### src/rtl/xmd_pkg.sv
`default_nettype none

package xmd_pkg;

    localparam int ByteW   = 8;
    localparam int WordW   = 16;
    localparam int FormW   = 3;
    localparam int LenW    = 3;

    // Instruction form codes as reported in the result record.
    localparam logic [FormW-1:0] FORM_IMM_REG = 3'd0;
    localparam logic [FormW-1:0] FORM_RM_REG  = 3'd1;
    localparam logic [FormW-1:0] FORM_IMM_RM  = 3'd2;
    localparam logic [FormW-1:0] FORM_MEM_ACC = 3'd3;
    localparam logic [FormW-1:0] FORM_ACC_MEM = 3'd4;

    localparam logic STATUS_OK      = 1'b0;
    localparam logic STATUS_UNKNOWN = 1'b1;

    // Opcode match masks and patterns.
    localparam logic [ByteW-1:0] MASK_IMM_REG = 8'hf0;
    localparam logic [ByteW-1:0] PAT_IMM_REG  = 8'hb0;
    localparam logic [ByteW-1:0] MASK_RM_REG  = 8'hfc;
    localparam logic [ByteW-1:0] PAT_RM_REG   = 8'h88;
    localparam logic [ByteW-1:0] MASK_PAIR    = 8'hfe;
    localparam logic [ByteW-1:0] PAT_IMM_RM   = 8'hc6;
    localparam logic [ByteW-1:0] PAT_MEM_ACC  = 8'ha0;
    localparam logic [ByteW-1:0] PAT_ACC_MEM  = 8'ha2;

    localparam logic [1:0] MOD_MEM    = 2'd0;
    localparam logic [1:0] MOD_DISP8  = 2'd1;
    localparam logic [1:0] MOD_DISP16 = 2'd2;
    localparam logic [2:0] RM_DIRECT  = 3'd6;

    typedef struct packed {
        logic [FormW-1:0] form;
        logic             status;
        logic             word_flag;
        logic             direction_flag;
        logic [1:0]       mode;
        logic [2:0]       reg_field;
        logic [2:0]       rm_field;
        logic [WordW-1:0] displacement;
        logic [WordW-1:0] immediate;
        logic [LenW-1:0]  length;
        logic [WordW-1:0] start_offset;
    } t_result;

    function automatic logic op_known(input logic [ByteW-1:0] op);
        return ((op & MASK_IMM_REG) == PAT_IMM_REG) || ((op & MASK_RM_REG) == PAT_RM_REG)
            || ((op & MASK_PAIR) == PAT_IMM_RM) || ((op & MASK_PAIR) == PAT_MEM_ACC)
            || ((op & MASK_PAIR) == PAT_ACC_MEM);
    endfunction

    // Form of an opcode; an unknown opcode maps to immediate-to-register.
    function automatic logic [FormW-1:0] op_form(input logic [ByteW-1:0] op);
        logic [FormW-1:0] f;
        priority if ((op & MASK_IMM_REG) == PAT_IMM_REG) f = FORM_IMM_REG;
        else if ((op & MASK_RM_REG) == PAT_RM_REG)       f = FORM_RM_REG;
        else if ((op & MASK_PAIR) == PAT_IMM_RM)         f = FORM_IMM_RM;
        else if ((op & MASK_PAIR) == PAT_MEM_ACC)        f = FORM_MEM_ACC;
        else if ((op & MASK_PAIR) == PAT_ACC_MEM)        f = FORM_ACC_MEM;
        else                                             f = FORM_IMM_REG;
        return f;
    endfunction

    function automatic logic op_wide(input logic [ByteW-1:0] op);
        return (op_form(op) == FORM_IMM_REG) ? op[3] : op[0];
    endfunction

    // Number of displacement bytes that follow, from 0 to 2.
    function automatic logic [1:0] disp_bytes(input logic [FormW-1:0] f,
                                              input logic [ByteW-1:0] modrm);
        logic [1:0] n;
        if (f == FORM_MEM_ACC || f == FORM_ACC_MEM) n = 2'd2;
        else if (f == FORM_IMM_REG)                 n = 2'd0;
        else if (modrm[7:6] == MOD_DISP8)           n = 2'd1;
        else if (modrm[7:6] == MOD_DISP16)          n = 2'd2;
        else if (modrm[7:6] == MOD_MEM && modrm[2:0] == RM_DIRECT) n = 2'd2;
        else                                        n = 2'd0;
        return n;
    endfunction

endpackage

`default_nettype wire

### src/rtl/xmd_stream_if.sv
`default_nettype none

interface xmd_byte_if;
    logic                       valid;
    logic                       ready;
    logic [xmd_pkg::ByteW-1:0]  code_byte;

    modport source (output valid, output code_byte, input ready);
    modport sink   (input valid, input code_byte, output ready);
endinterface

interface xmd_rec_if;
    logic             valid;
    logic             ready;
    xmd_pkg::t_result result;

    modport source (output valid, output result, input ready);
    modport sink   (input valid, input result, output ready);
endinterface

`default_nettype wire

### src/rtl/x86_mov_instruction_decoder_top.sv
`default_nettype none

// Port     Dir  Payload                         Request
// i_code   in   code_byte (8 bits)              one byte of the code stream
// o_rec    out  t_result record (decoded MOV)   one record per instruction or bad byte
//
// One byte per cycle is taken while no record is stalled; a byte passes the
// input register and then the decode step, which registers its record.
// The decode state and the result register share one step of logic.
// Synchronous active-low reset returns the decoder to opcode phase, offset 0.
// A stalled record holds o_rec and stops the decode step; the input register
// then fills and i_code.ready drops.

module x86_mov_instruction_decoder_top (
    input  wire logic       i_clk,
    input  wire logic       i_rst_n,
    xmd_byte_if.sink        i_code,
    xmd_rec_if.source       o_rec
);

    typedef enum logic [2:0] {
        PH_OPCODE  = 3'd0,
        PH_MODRM   = 3'd1,
        PH_DISP_LO = 3'd2,
        PH_DISP_HI = 3'd3,
        PH_IMM_LO  = 3'd4,
        PH_IMM_HI  = 3'd5
    } t_phase;

    logic                          r_byte_valid;
    logic [xmd_pkg::ByteW-1:0]     r_byte;

    t_phase                        r_phase, n_phase;
    logic [xmd_pkg::ByteW-1:0]     r_opcode, n_opcode;
    logic [xmd_pkg::ByteW-1:0]     r_modrm, n_modrm;
    logic [xmd_pkg::WordW-1:0]     r_disp, n_disp;
    logic [xmd_pkg::WordW-1:0]     r_imm, n_imm;
    logic [xmd_pkg::LenW-1:0]      r_taken, n_taken;
    logic [xmd_pkg::WordW-1:0]     r_offset;
    logic [xmd_pkg::WordW-1:0]     r_start, n_start;

    logic                          r_out_valid;
    xmd_pkg::t_result              r_out, n_out;

    logic                          out_free;
    logic                          advance;
    logic                          emit;
    logic                          unknown;
    logic [xmd_pkg::FormW-1:0]     cur_form;

    assign out_free     = !r_out_valid || o_rec.ready;
    assign advance      = r_byte_valid && out_free;
    assign i_code.ready = !r_byte_valid || out_free;
    assign o_rec.valid  = r_out_valid;
    assign o_rec.result = r_out;
    assign cur_form     = xmd_pkg::op_form(r_opcode);

    always_comb begin
        n_phase  = r_phase;
        n_opcode = r_opcode;
        n_modrm  = r_modrm;
        n_disp   = r_disp;
        n_imm    = r_imm;
        n_taken  = r_taken;
        n_start  = r_start;
        emit     = 1'b0;
        unknown  = 1'b0;
        unique case (r_phase)
            PH_MODRM: begin
                n_modrm = r_byte;
                n_taken = r_taken + 3'd1;
                if (xmd_pkg::disp_bytes(cur_form, r_byte) != 2'd0) begin
                    n_phase = PH_DISP_LO;
                end else if (cur_form == xmd_pkg::FORM_IMM_RM) begin
                    n_phase = PH_IMM_LO;
                end else begin
                    emit = 1'b1;
                end
            end
            PH_DISP_LO: begin
                n_taken = r_taken + 3'd1;
                if (xmd_pkg::disp_bytes(cur_form, r_modrm) == 2'd1) begin
                    n_disp = {{8{r_byte[7]}}, r_byte};
                    if (cur_form == xmd_pkg::FORM_IMM_RM) begin
                        n_phase = PH_IMM_LO;
                    end else begin
                        emit = 1'b1;
                    end
                end else begin
                    n_disp  = {8'h00, r_byte};
                    n_phase = PH_DISP_HI;
                end
            end
            PH_DISP_HI: begin
                n_disp  = {r_byte, r_disp[7:0]};
                n_taken = r_taken + 3'd1;
                if (cur_form == xmd_pkg::FORM_IMM_RM) begin
                    n_phase = PH_IMM_LO;
                end else begin
                    emit = 1'b1;
                end
            end
            PH_IMM_LO: begin
                n_imm   = {8'h00, r_byte};
                n_taken = r_taken + 3'd1;
                if (xmd_pkg::op_wide(r_opcode)) begin
                    n_phase = PH_IMM_HI;
                end else begin
                    emit = 1'b1;
                end
            end
            PH_IMM_HI: begin
                n_imm   = {r_byte, r_imm[7:0]};
                n_taken = r_taken + 3'd1;
                emit    = 1'b1;
            end
            default: begin
                n_phase = PH_OPCODE;
                if (!xmd_pkg::op_known(r_byte)) begin
                    unknown = 1'b1;
                end else begin
                    n_opcode = r_byte;
                    n_modrm  = '0;
                    n_disp   = '0;
                    n_imm    = '0;
                    n_taken  = 3'd1;
                    n_start  = r_offset;
                    unique case (xmd_pkg::op_form(r_byte))
                        xmd_pkg::FORM_IMM_REG:                       n_phase = PH_IMM_LO;
                        xmd_pkg::FORM_RM_REG, xmd_pkg::FORM_IMM_RM:  n_phase = PH_MODRM;
                        default:                                     n_phase = PH_DISP_LO;
                    endcase
                end
            end
        endcase
        if (emit) begin
            n_phase = PH_OPCODE;
        end
    end

    // Result record, built from the held fields as they stand after this byte.
    always_comb begin
        logic has_modrm;
        has_modrm = (cur_form == xmd_pkg::FORM_RM_REG) || (cur_form == xmd_pkg::FORM_IMM_RM);
        n_out = '0;
        if (unknown) begin
            n_out.status       = xmd_pkg::STATUS_UNKNOWN;
            n_out.length       = 3'd1;
            n_out.start_offset = r_offset;
        end else begin
            n_out.form           = cur_form;
            n_out.status         = xmd_pkg::STATUS_OK;
            n_out.word_flag      = xmd_pkg::op_wide(r_opcode);
            n_out.direction_flag = (cur_form == xmd_pkg::FORM_RM_REG) ? r_opcode[1] : 1'b0;
            n_out.mode           = has_modrm ? n_modrm[7:6] : 2'd0;
            if (cur_form == xmd_pkg::FORM_IMM_REG) begin
                n_out.reg_field = r_opcode[2:0];
            end else if (has_modrm) begin
                n_out.reg_field = n_modrm[5:3];
            end
            n_out.rm_field     = has_modrm ? n_modrm[2:0] : 3'd0;
            n_out.displacement = n_disp;
            n_out.immediate    = n_imm;
            n_out.length       = n_taken;
            n_out.start_offset = r_start;
        end
    end

    always_ff @(posedge i_clk) begin
        if (!i_rst_n) begin
            r_byte_valid <= 1'b0;
            r_phase      <= PH_OPCODE;
            r_offset     <= '0;
            r_out_valid  <= 1'b0;
        end else begin
            if (i_code.ready) begin
                r_byte_valid <= i_code.valid;
            end
            if (advance) begin
                r_phase  <= n_phase;
                r_offset <= r_offset + 16'd1;
            end
            if (advance && (emit || unknown)) begin
                r_out_valid <= 1'b1;
            end else if (o_rec.ready) begin
                r_out_valid <= 1'b0;
            end
        end
    end

    always_ff @(posedge i_clk) begin
        if (i_code.valid && i_code.ready) begin
            r_byte <= i_code.code_byte;
        end
        if (advance) begin
            r_opcode <= n_opcode;
            r_modrm  <= n_modrm;
            r_disp   <= n_disp;
            r_imm    <= n_imm;
            r_taken  <= n_taken;
            r_start  <= n_start;
        end
        if (advance && (emit || unknown)) begin
            r_out <= n_out;
        end
    end

    a_unknown_record: assert property (@(posedge i_clk) disable iff (!i_rst_n)
        (r_out_valid && r_out.status == xmd_pkg::STATUS_UNKNOWN)
            |-> (r_out.length == 3'd1 && r_out.form == xmd_pkg::FORM_IMM_REG))
        else $error("unknown-opcode record carries decoded fields");

    a_length_range: assert property (@(posedge i_clk) disable iff (!i_rst_n)
        r_out_valid |-> (r_out.length != 3'd0 && r_out.length <= 3'd6))
        else $error("record length out of range");

    a_back_to_opcode: assert property (@(posedge i_clk) disable iff (!i_rst_n)
        (advance && emit) |=> (r_phase == PH_OPCODE))
        else $error("decoder did not return to opcode phase after a record");

    a_offset_step: assert property (@(posedge i_clk) disable iff (!i_rst_n)
        advance |=> (r_offset == $past(r_offset) + 16'd1))
        else $error("stream offset did not advance by one byte");

    a_no_overwrite: assert property (@(posedge i_clk) disable iff (!i_rst_n)
        (r_out_valid && !o_rec.ready) |-> !advance)
        else $error("decode step ran while a record was stalled");

endmodule

`default_nettype wire

### src/flat_wrapper.sv
// flat-port wrapper written by rule: the top's interface ports become plain ports
module x86_mov_instruction_decoder_top_flat 
  (i_clk, i_rst_n, i_code_valid, i_code_code_byte, i_code_ready, o_rec_valid, o_rec_result, o_rec_ready);
  xmd_byte_if i_code_i ();
  xmd_rec_if o_rec_i ();
  input  wire logic i_clk;
  input  wire logic i_rst_n;
  input wire logic [$bits(i_code_i.valid)-1:0] i_code_valid;
  input wire logic [$bits(i_code_i.code_byte)-1:0] i_code_code_byte;
  output wire logic [$bits(i_code_i.ready)-1:0] i_code_ready;
  output wire logic [$bits(o_rec_i.valid)-1:0] o_rec_valid;
  output wire logic [$bits(o_rec_i.result)-1:0] o_rec_result;
  input wire logic [$bits(o_rec_i.ready)-1:0] o_rec_ready;
  assign i_code_i.valid = i_code_valid;
  assign i_code_i.code_byte = i_code_code_byte;
  assign i_code_ready = i_code_i.ready;
  assign o_rec_valid = o_rec_i.valid;
  assign o_rec_result = o_rec_i.result;
  assign o_rec_i.ready = o_rec_ready;
  x86_mov_instruction_decoder_top u_core (.i_clk(i_clk), .i_rst_n(i_rst_n), .i_code(i_code_i), .o_rec(o_rec_i));
endmodule
### config.mk
export PLATFORM = sky130hd
export DESIGN_NAME = x86_mov_instruction_decoder_top_flat
export DESIGN_NICKNAME = d
export VERILOG_FILES = /design/src/rtl/xmd_pkg.sv /design/src/rtl/xmd_stream_if.sv /design/src/rtl/x86_mov_instruction_decoder_top.sv /design/src/flat_wrapper.sv
export SDC_FILE = /design/constraint.sdc
export NUM_CORES = 1
export LEC_CHECK = 0
export ABC_AREA = 0
export BUFFER_PORTS_ARGS = -buffer_cell sky130_fd_sc_hd__buf_4
export CORE_UTILIZATION = 40
export CTS_BUF_LIST = sky130_fd_sc_hd__clkbuf_8 sky130_fd_sc_hd__clkbuf_16
export CTS_CLUSTER_DIAMETER = 120
export CTS_CLUSTER_SIZE = 25
export DETAILED_ROUTE_END_ITERATION = 6
export GPL_TIMING_DRIVEN = 1
export PLACE_DENSITY = 0.69
export SLEW_MARGIN = 20
export SYNTH_ARGS = -nofsm -noshare
export SYNTH_HDL_FRONTEND = slang
export SYNTH_SLANG_ARGS = --single-unit
export TNS_END_PERCENT = 100
### constraint.sdc
create_clock -name i_clk -period 8.05 [get_ports i_clk]
set_input_delay 0 -clock i_clk [delete_from_list [all_inputs] [get_ports i_clk]]
set_output_delay 0 -clock i_clk [all_outputs]
set_load 0.1 [all_outputs]
Yosys cells after proc, flatten, opt, wreduce, memory -nomap -nowiden
Cells that the tools add are included.
- register bits: 161
- bits of input ports: 12
- output and inout bits: 67
- word-level logic and storage cells: 148
- $add $sub $neg: 2
- eq/ne operators: 30
- multiplexer cells: 58
- bitwise operators: 3
- reductions and logical operators: 33
- operators by type and width (operator ; count):
    one-hot mux 16 bit (3 select lines) ; 2
    2-to-1 mux 3 bit ; 24
    2-to-1 mux 16 bit ; 4
    == test 7 bit (second input constant) ; 6
    2-to-1 mux 2 bit ; 12
    adder 16 x 1 -> 16 bit (second input constant) ; 1
    one-hot mux 8 bit (2 select lines) ; 1
    == test 3 x 2 -> 1 bit (second input constant) ; 5
    == test 3 bit (second input constant) ; 5
    one-hot mux 3 bit (5 select lines) ; 1
    == test 6 bit (second input constant) ; 2
    zero test 3 bit ; 4
    2-to-1 mux 1 bit ; 11
    == test 3 x 1 -> 1 bit (second input constant) ; 3
    logical OR 1 bit ; 9
    == test 4 bit (second input constant) ; 2
    2-to-1 mux 8 bit ; 1
    == test 2 x 1 -> 1 bit (second input constant) ; 3
    one-hot mux 3 bit (2 select lines) ; 1
    AND reduction 3 bit ; 2
    OR reduction 2 bit ; 3
    OR reduction 3 bit ; 2
    logical AND 1 bit ; 5
    one-hot mux 1 bit (5 select lines) ; 1
    other kinds (10) ; 16

Longest topological paths before layout
- depth after elaboration: 16
- gate-level depth with buffers: 10
- depth with buffers taken out: 7

Least setup slack after synthesis
No wires, ideal clock.
- path type: reg-to-reg
- start: register u_core.r_opcode[2] (netlist bit)
- end: register u_core.r_out, in the netlist u_core.o_rec.result[0] (enable)
- library setup time: 527 ps
- arrival time: 5269 ps
- required time: 7523 ps
- path slack: 2254 ps
- cell stages (with the launch flop): 6
- path buffers: 0
- path through: edfxtp_1 or4b_4 o31a_2 o21ai_0 nand3_1 a31oi_1
- word-level cells in the longest chain between the ends: 15
- elaborated cells on any way between the ends: 32
- those cells by class: eq/ne: 8; mux: 18; reduce/logical: 6
- RTL lines (element ; line ; text):
    from (decl) ; x86_mov_instruction_decoder_top.sv:34 ; logic [xmd_pkg::ByteW-1:0] r_opcode, n_opcode;
    from (signal assigned) ; x86_mov_instruction_decoder_top.sv:196 ; r_opcode <= n_opcode;
    == test 7 bit ; xmd_pkg.sv:62 ; else if ((op & MASK_PAIR) == PAT_ACC_MEM) f = FORM_ACC_MEM;
    2-to-1 mux 3 bit ; xmd_pkg.sv:62 ;
    2-to-1 mux 3 bit ; xmd_pkg.sv:61 ; else if ((op & MASK_PAIR) == PAT_MEM_ACC) f = FORM_MEM_ACC;
    2-to-1 mux 3 bit ; xmd_pkg.sv:60 ; else if ((op & MASK_PAIR) == PAT_IMM_RM) f = FORM_IMM_RM;
    2-to-1 mux 3 bit * ; xmd_pkg.sv:59 ; else if ((op & MASK_RM_REG) == PAT_RM_REG) f = FORM_RM_REG;
    2-to-1 mux 3 bit * ; xmd_pkg.sv:58 ; priority if ((op & MASK_IMM_REG) == PAT_IMM_REG) f = FORM_IMM_REG;
    zero test 3 bit (tied with other cells) ; xmd_pkg.sv:76 ; else if (f == FORM_IMM_REG) n = 2'd0;
    2-to-1 mux 2 bit / logical OR 1 bit (equally long branches) ; xmd_pkg.sv:76, xmd_pkg.sv:75 ;
    2-to-1 mux 2 bit ; xmd_pkg.sv:75 ; if (f == FORM_MEM_ACC || f == FORM_ACC_MEM) n = 2'd2;
    2-to-1 mux 2 bit ; x86_mov_instruction_decoder_top.sv:68 ; unique case (r_phase)
    == test 2 x 1 -> 1 bit / nonzero test 2 bit (equally long branches) ; x86_mov_instruction_decoder_top.sv:82, x86_mov_instruction_decoder_top.sv:72 ;
    2-to-1 mux 1 bit, on equally long branches ; x86_mov_instruction_decoder_top.sv:82, x86_mov_instruction_decoder_top.sv:72 ;
    one-hot mux 1 bit (5 select lines) * ; x86_mov_instruction_decoder_top.sv:68 ;
    logical OR 1 bit * ; x86_mov_instruction_decoder_top.sv:203 ; if (advance && (emit || unknown)) begin
    logical AND 1 bit * ; x86_mov_instruction_decoder_top.sv:203 ;
    to (signal assigned) ; x86_mov_instruction_decoder_top.sv:204 ; r_out <= n_out;
    to (decl) ; x86_mov_instruction_decoder_top.sv:43 ; xmd_pkg::t_result r_out, n_out;
Mark *: on every way between the ends. The rest lies on a longest branch, timed or not. The select of a mux whose other input is x is not followed.
A chain may end at the register's enable or synchronous reset.

Final worst setup path
- start: register u_core.r_opcode[2] (netlist bit)
- end: register u_core.r_out, in the netlist u_core.o_rec.result[29] (enable)
Same word-level chain as after synthesis.

==> impl_metrics.toml <==
[sta]
relSlewSlack_pct = 42.80
setup_slack_ps = 4728
tightestPinTransition_ps = 854.8
hold_viol = 0
setup_viol = 0
layout_min_cycle_time_ps = 3322
rsz0062_at_grt = "no"
fin_crit_sh_pct = 41.27
clock.fmax_ghz = 0.3010
finalMaxSlewViolations = 0
setup_tns_ps = 0
holdWs_ps = 48.63
finClkSkew_ps = 8.163

[logic_synthesis]
synth_cell_types = 65
synth_fp_nets = 529
syn_inst = 514
synth_edf_count = 140
syn_area_per_cell_sq_um = 13.74
synthFlopType = "edfxtp_1"
seq_area_frac_synth_pct = 65.50
netlist_area_sq_um = 7061
ys_ff_latch = 161
yosysWarningCount = 0
ys_async_sr_fraction_pct = 0

[drt]
vias_per_cell = 5.471
dr.pass1.iters = 5
vias = 4579
drt-initial-drc-count = 467
wl_per_cell_um = 17.91
antenna_left = 0
drcViolationCount = 0
wl_mm = 14.99

[power]
power_mw = 2.050
peakVddDrop_v = 0.0002069
power_density_nw_per_um2 = 237.9
leakagePower_nw = 3.187

[finish]
syn_to_final_growth_pct = 22.04
stdcell_count = 837
nets = 614
fillers = 1477
n_antenna_cell = 0
drive_above_1_share_pct = 26.80

[floorplan]
start_util_pct = 40.82
die_w_um = 134.9
num_rows = 48
die_height_um = 134.9
die_area_sq_um = 18190
design.core.area_sq_um = 17300
io-pin-count = 79

[setup_path]
cp_max_fo = 33
slowest_stage = "a2111oi_2"
path_class = "reg2reg"
path_cells = "nor4b_2 -> nand2_1 -> a2111oi_2 -> o2111ai_2 -> a31oi_4 -> buf_4"
critPathBufInv = 1
r2r_start = "u_core.r_opcode[2]"
crit_required_ps = 8120
start_kind = "register"
r2r_end = "u_core.o_rec.result[29]"
cp.arrival_ps = 3390
rrSetupSlack_ps = 4730
crit_start = "u_core.r_opcode[2]"
cp_top_family = "compound AO/OA/AOI/OAI gates"
ff2ff_path_depth = 6
cp-end-kind = "register"
critPathMaxStageDelay_ps = 630

[place]
place_inst = 792
gp_congestion = 0.8855
dpl.hpwl_mm = 9.772
port_buffers = 78
preCtsSetupSlack_ps = 4232

[clocking]
root_buffer = "clkbuf_16"
cts_made_buffers = 17
h-tree-depth = 4
cts_tree = "done"
numClockSinks = 161
path_clk_slew_ps = 60
clockBufferDepth = 2
worstSkewPairLatency_ps = 430

[hold_path]
min_path_cells = 4
hold_end = "u_core.o_rec.valid"
min_path_type = "in2reg"
worstHoldStart = "o_rec_ready"

[global_route]
grt_first_pass_wirelength_mm = 24.41
grt_max_degree = 47
grt_usage_pct = 17.84
grt_overflow = 0
grt_pass1_vias = 4493
antenna_found_initial = 0

[job]
cap_viol_max_count = 0

[status]
status = "finished clean"
[power breakdown]
group	switching, mW	total (mW)	internal (mW)	leakage, nW
Combinational	0.170	0.231	0.0607	1.37
Sequential	0.0253	0.970	0.945	1.52
Clock	0.324	0.850	0.526	0.302
[cells in the final DEF (no fill, tap or decap), types with 8 or more instances in the layout]
master,n
nand3_1,8
a22oi_1,16
nor2_1,25
mux2_2,16
o21ai_0,19
dlygate4sd3_1,12
buf_4,84
and2_1,20
clkbuf_16,17
a22o_1,40
nor2b_1,15
xnor2_1,13
a221o_2,8
edfxtp_1,140
nand2_1,39
dfxtp_1,21
a21oi_1,17
[logic make-up (layout without fill, tap and decap cells)]
logic type / count (synthesis) / after routing / synth area share [%]
AO/OA/AOI/OAI: 132 / 132 / 15.08
flip-flops: 161 / 161 / 65.50
buffers and inverters: 36 / 134 / 2.375
XOR/XNOR: 15 / 15 / 1.861
multiplexers: 17 / 17 / 2.694
adder cells (fa/ha/maj): 3 / 3 / 0.5317
AND/OR/NAND/NOR: 150 / 150 / 11.96
[cell usage after synthesis (3+ instances only)]
master	count	area, sq um
and2_1	20	125.1
a221o_2	8	90.09
edfxtp_1	140	4204
and3_1	6	37.54
nor3b_1	4	30.03
xnor2_1	13	113.9
nand3_1	8	40.04
a21boi_0	5	37.54
buf_2	11	55.05
or3_1	4	25.02
dfxtp_1	21	420.4
a22oi_1	16	120.1
a211oi_1	3	22.52
ha_1	3	37.54
nor2_1	25	93.84
inv_1	5	18.77
buf_1	3	11.26
clkbuf_1	13	48.80
nand4_1	7	43.79
buf_4	3	22.52
nor2b_1	15	93.84
mux2_2	16	180.2
a22o_1	40	350.3
a21oi_1	17	85.08
nor3_1	3	15.01
a31oi_1	3	18.77
o21ai_0	19	95.09
nand2_1	39	146.4
[repair_timing]
item,in CTS,in global routing
endpoints found under the hold margin,29,0
resized for setup,0,0
setup buffers,0,0
hold buffers,12,0
[sequential cells by signal (all words and copies together) (netlist names)]
| name | cells |
|---|---|
| u_core.o_rec.valid | 1 |
| u_core.r_opcode | 8 |
| u_core.r_start | 16 |
| u_core.r_taken | 3 |
| u_core.r_imm | 16 |
| u_core.r_modrm | 8 |
| u_core.r_phase | 3 |
| u_core.r_offset | 16 |
| u_core.r_byte_valid | 1 |
| u_core.r_disp | 16 |
| u_core.o_rec.result | 65 |
| u_core.r_byte | 8 |
[tightest hold or removal path: cells and delay by family]
kind | cells | cell delay (ps)
compound gates | 2 | 280
buf+inv | 1 | 90
simple gates | 1 | 50
[area by class of cell]
type / instances / area [sq um] / share of cell area (%)
Sequential cell: 161 / 4624 / 53.67
Clock inverter: 14 / 186.4 / 2.163
Multi-Input combinational cell: 317 / 2288 / 26.56
Inverter: 5 / 18.77 / 0.2178
Timing Repair Buffer: 97 / 778.2 / 9.032
Clock buffer: 18 / 439.2 / 5.097
Tap cell: 225 / 281.5 / 3.267
[stage by stage]
step,area (sq um),util [%]
final,8617,49.82
after global routing,8617,49.82
after CTS,8589,49.66
after detailed placement,7844,45.35
after global placement,7844,45.35
after floorplan,7061,-
[routing by layer]
layer / wire length (um) / track usage [%] / vias to the layer above
li1: - / - / 2159
met1: 6608 / 24.03 / 2239
met2: 7180 / 27.58 / 160
met3: 977 / 4.317 / 21
met4: 227 / 7.553 / 0
met5: 0 / 0 / -
[worst max-delay path by stage]
stage                                    endpoint  slack [ps]  cells past startpoint
after floorplan            u_core.o_rec.result[0]        2250                      5
after global placement    u_core.o_rec.result[19]        4440                      6
after detailed placement  u_core.o_rec.result[42]        4230                      6
after CTS                 u_core.o_rec.result[29]        4220                      6
after global routing      u_core.o_rec.result[11]        4530                      6
final                     u_core.o_rec.result[29]        4730                      6
Note: power is estimated with default switching activity, not from simulation.
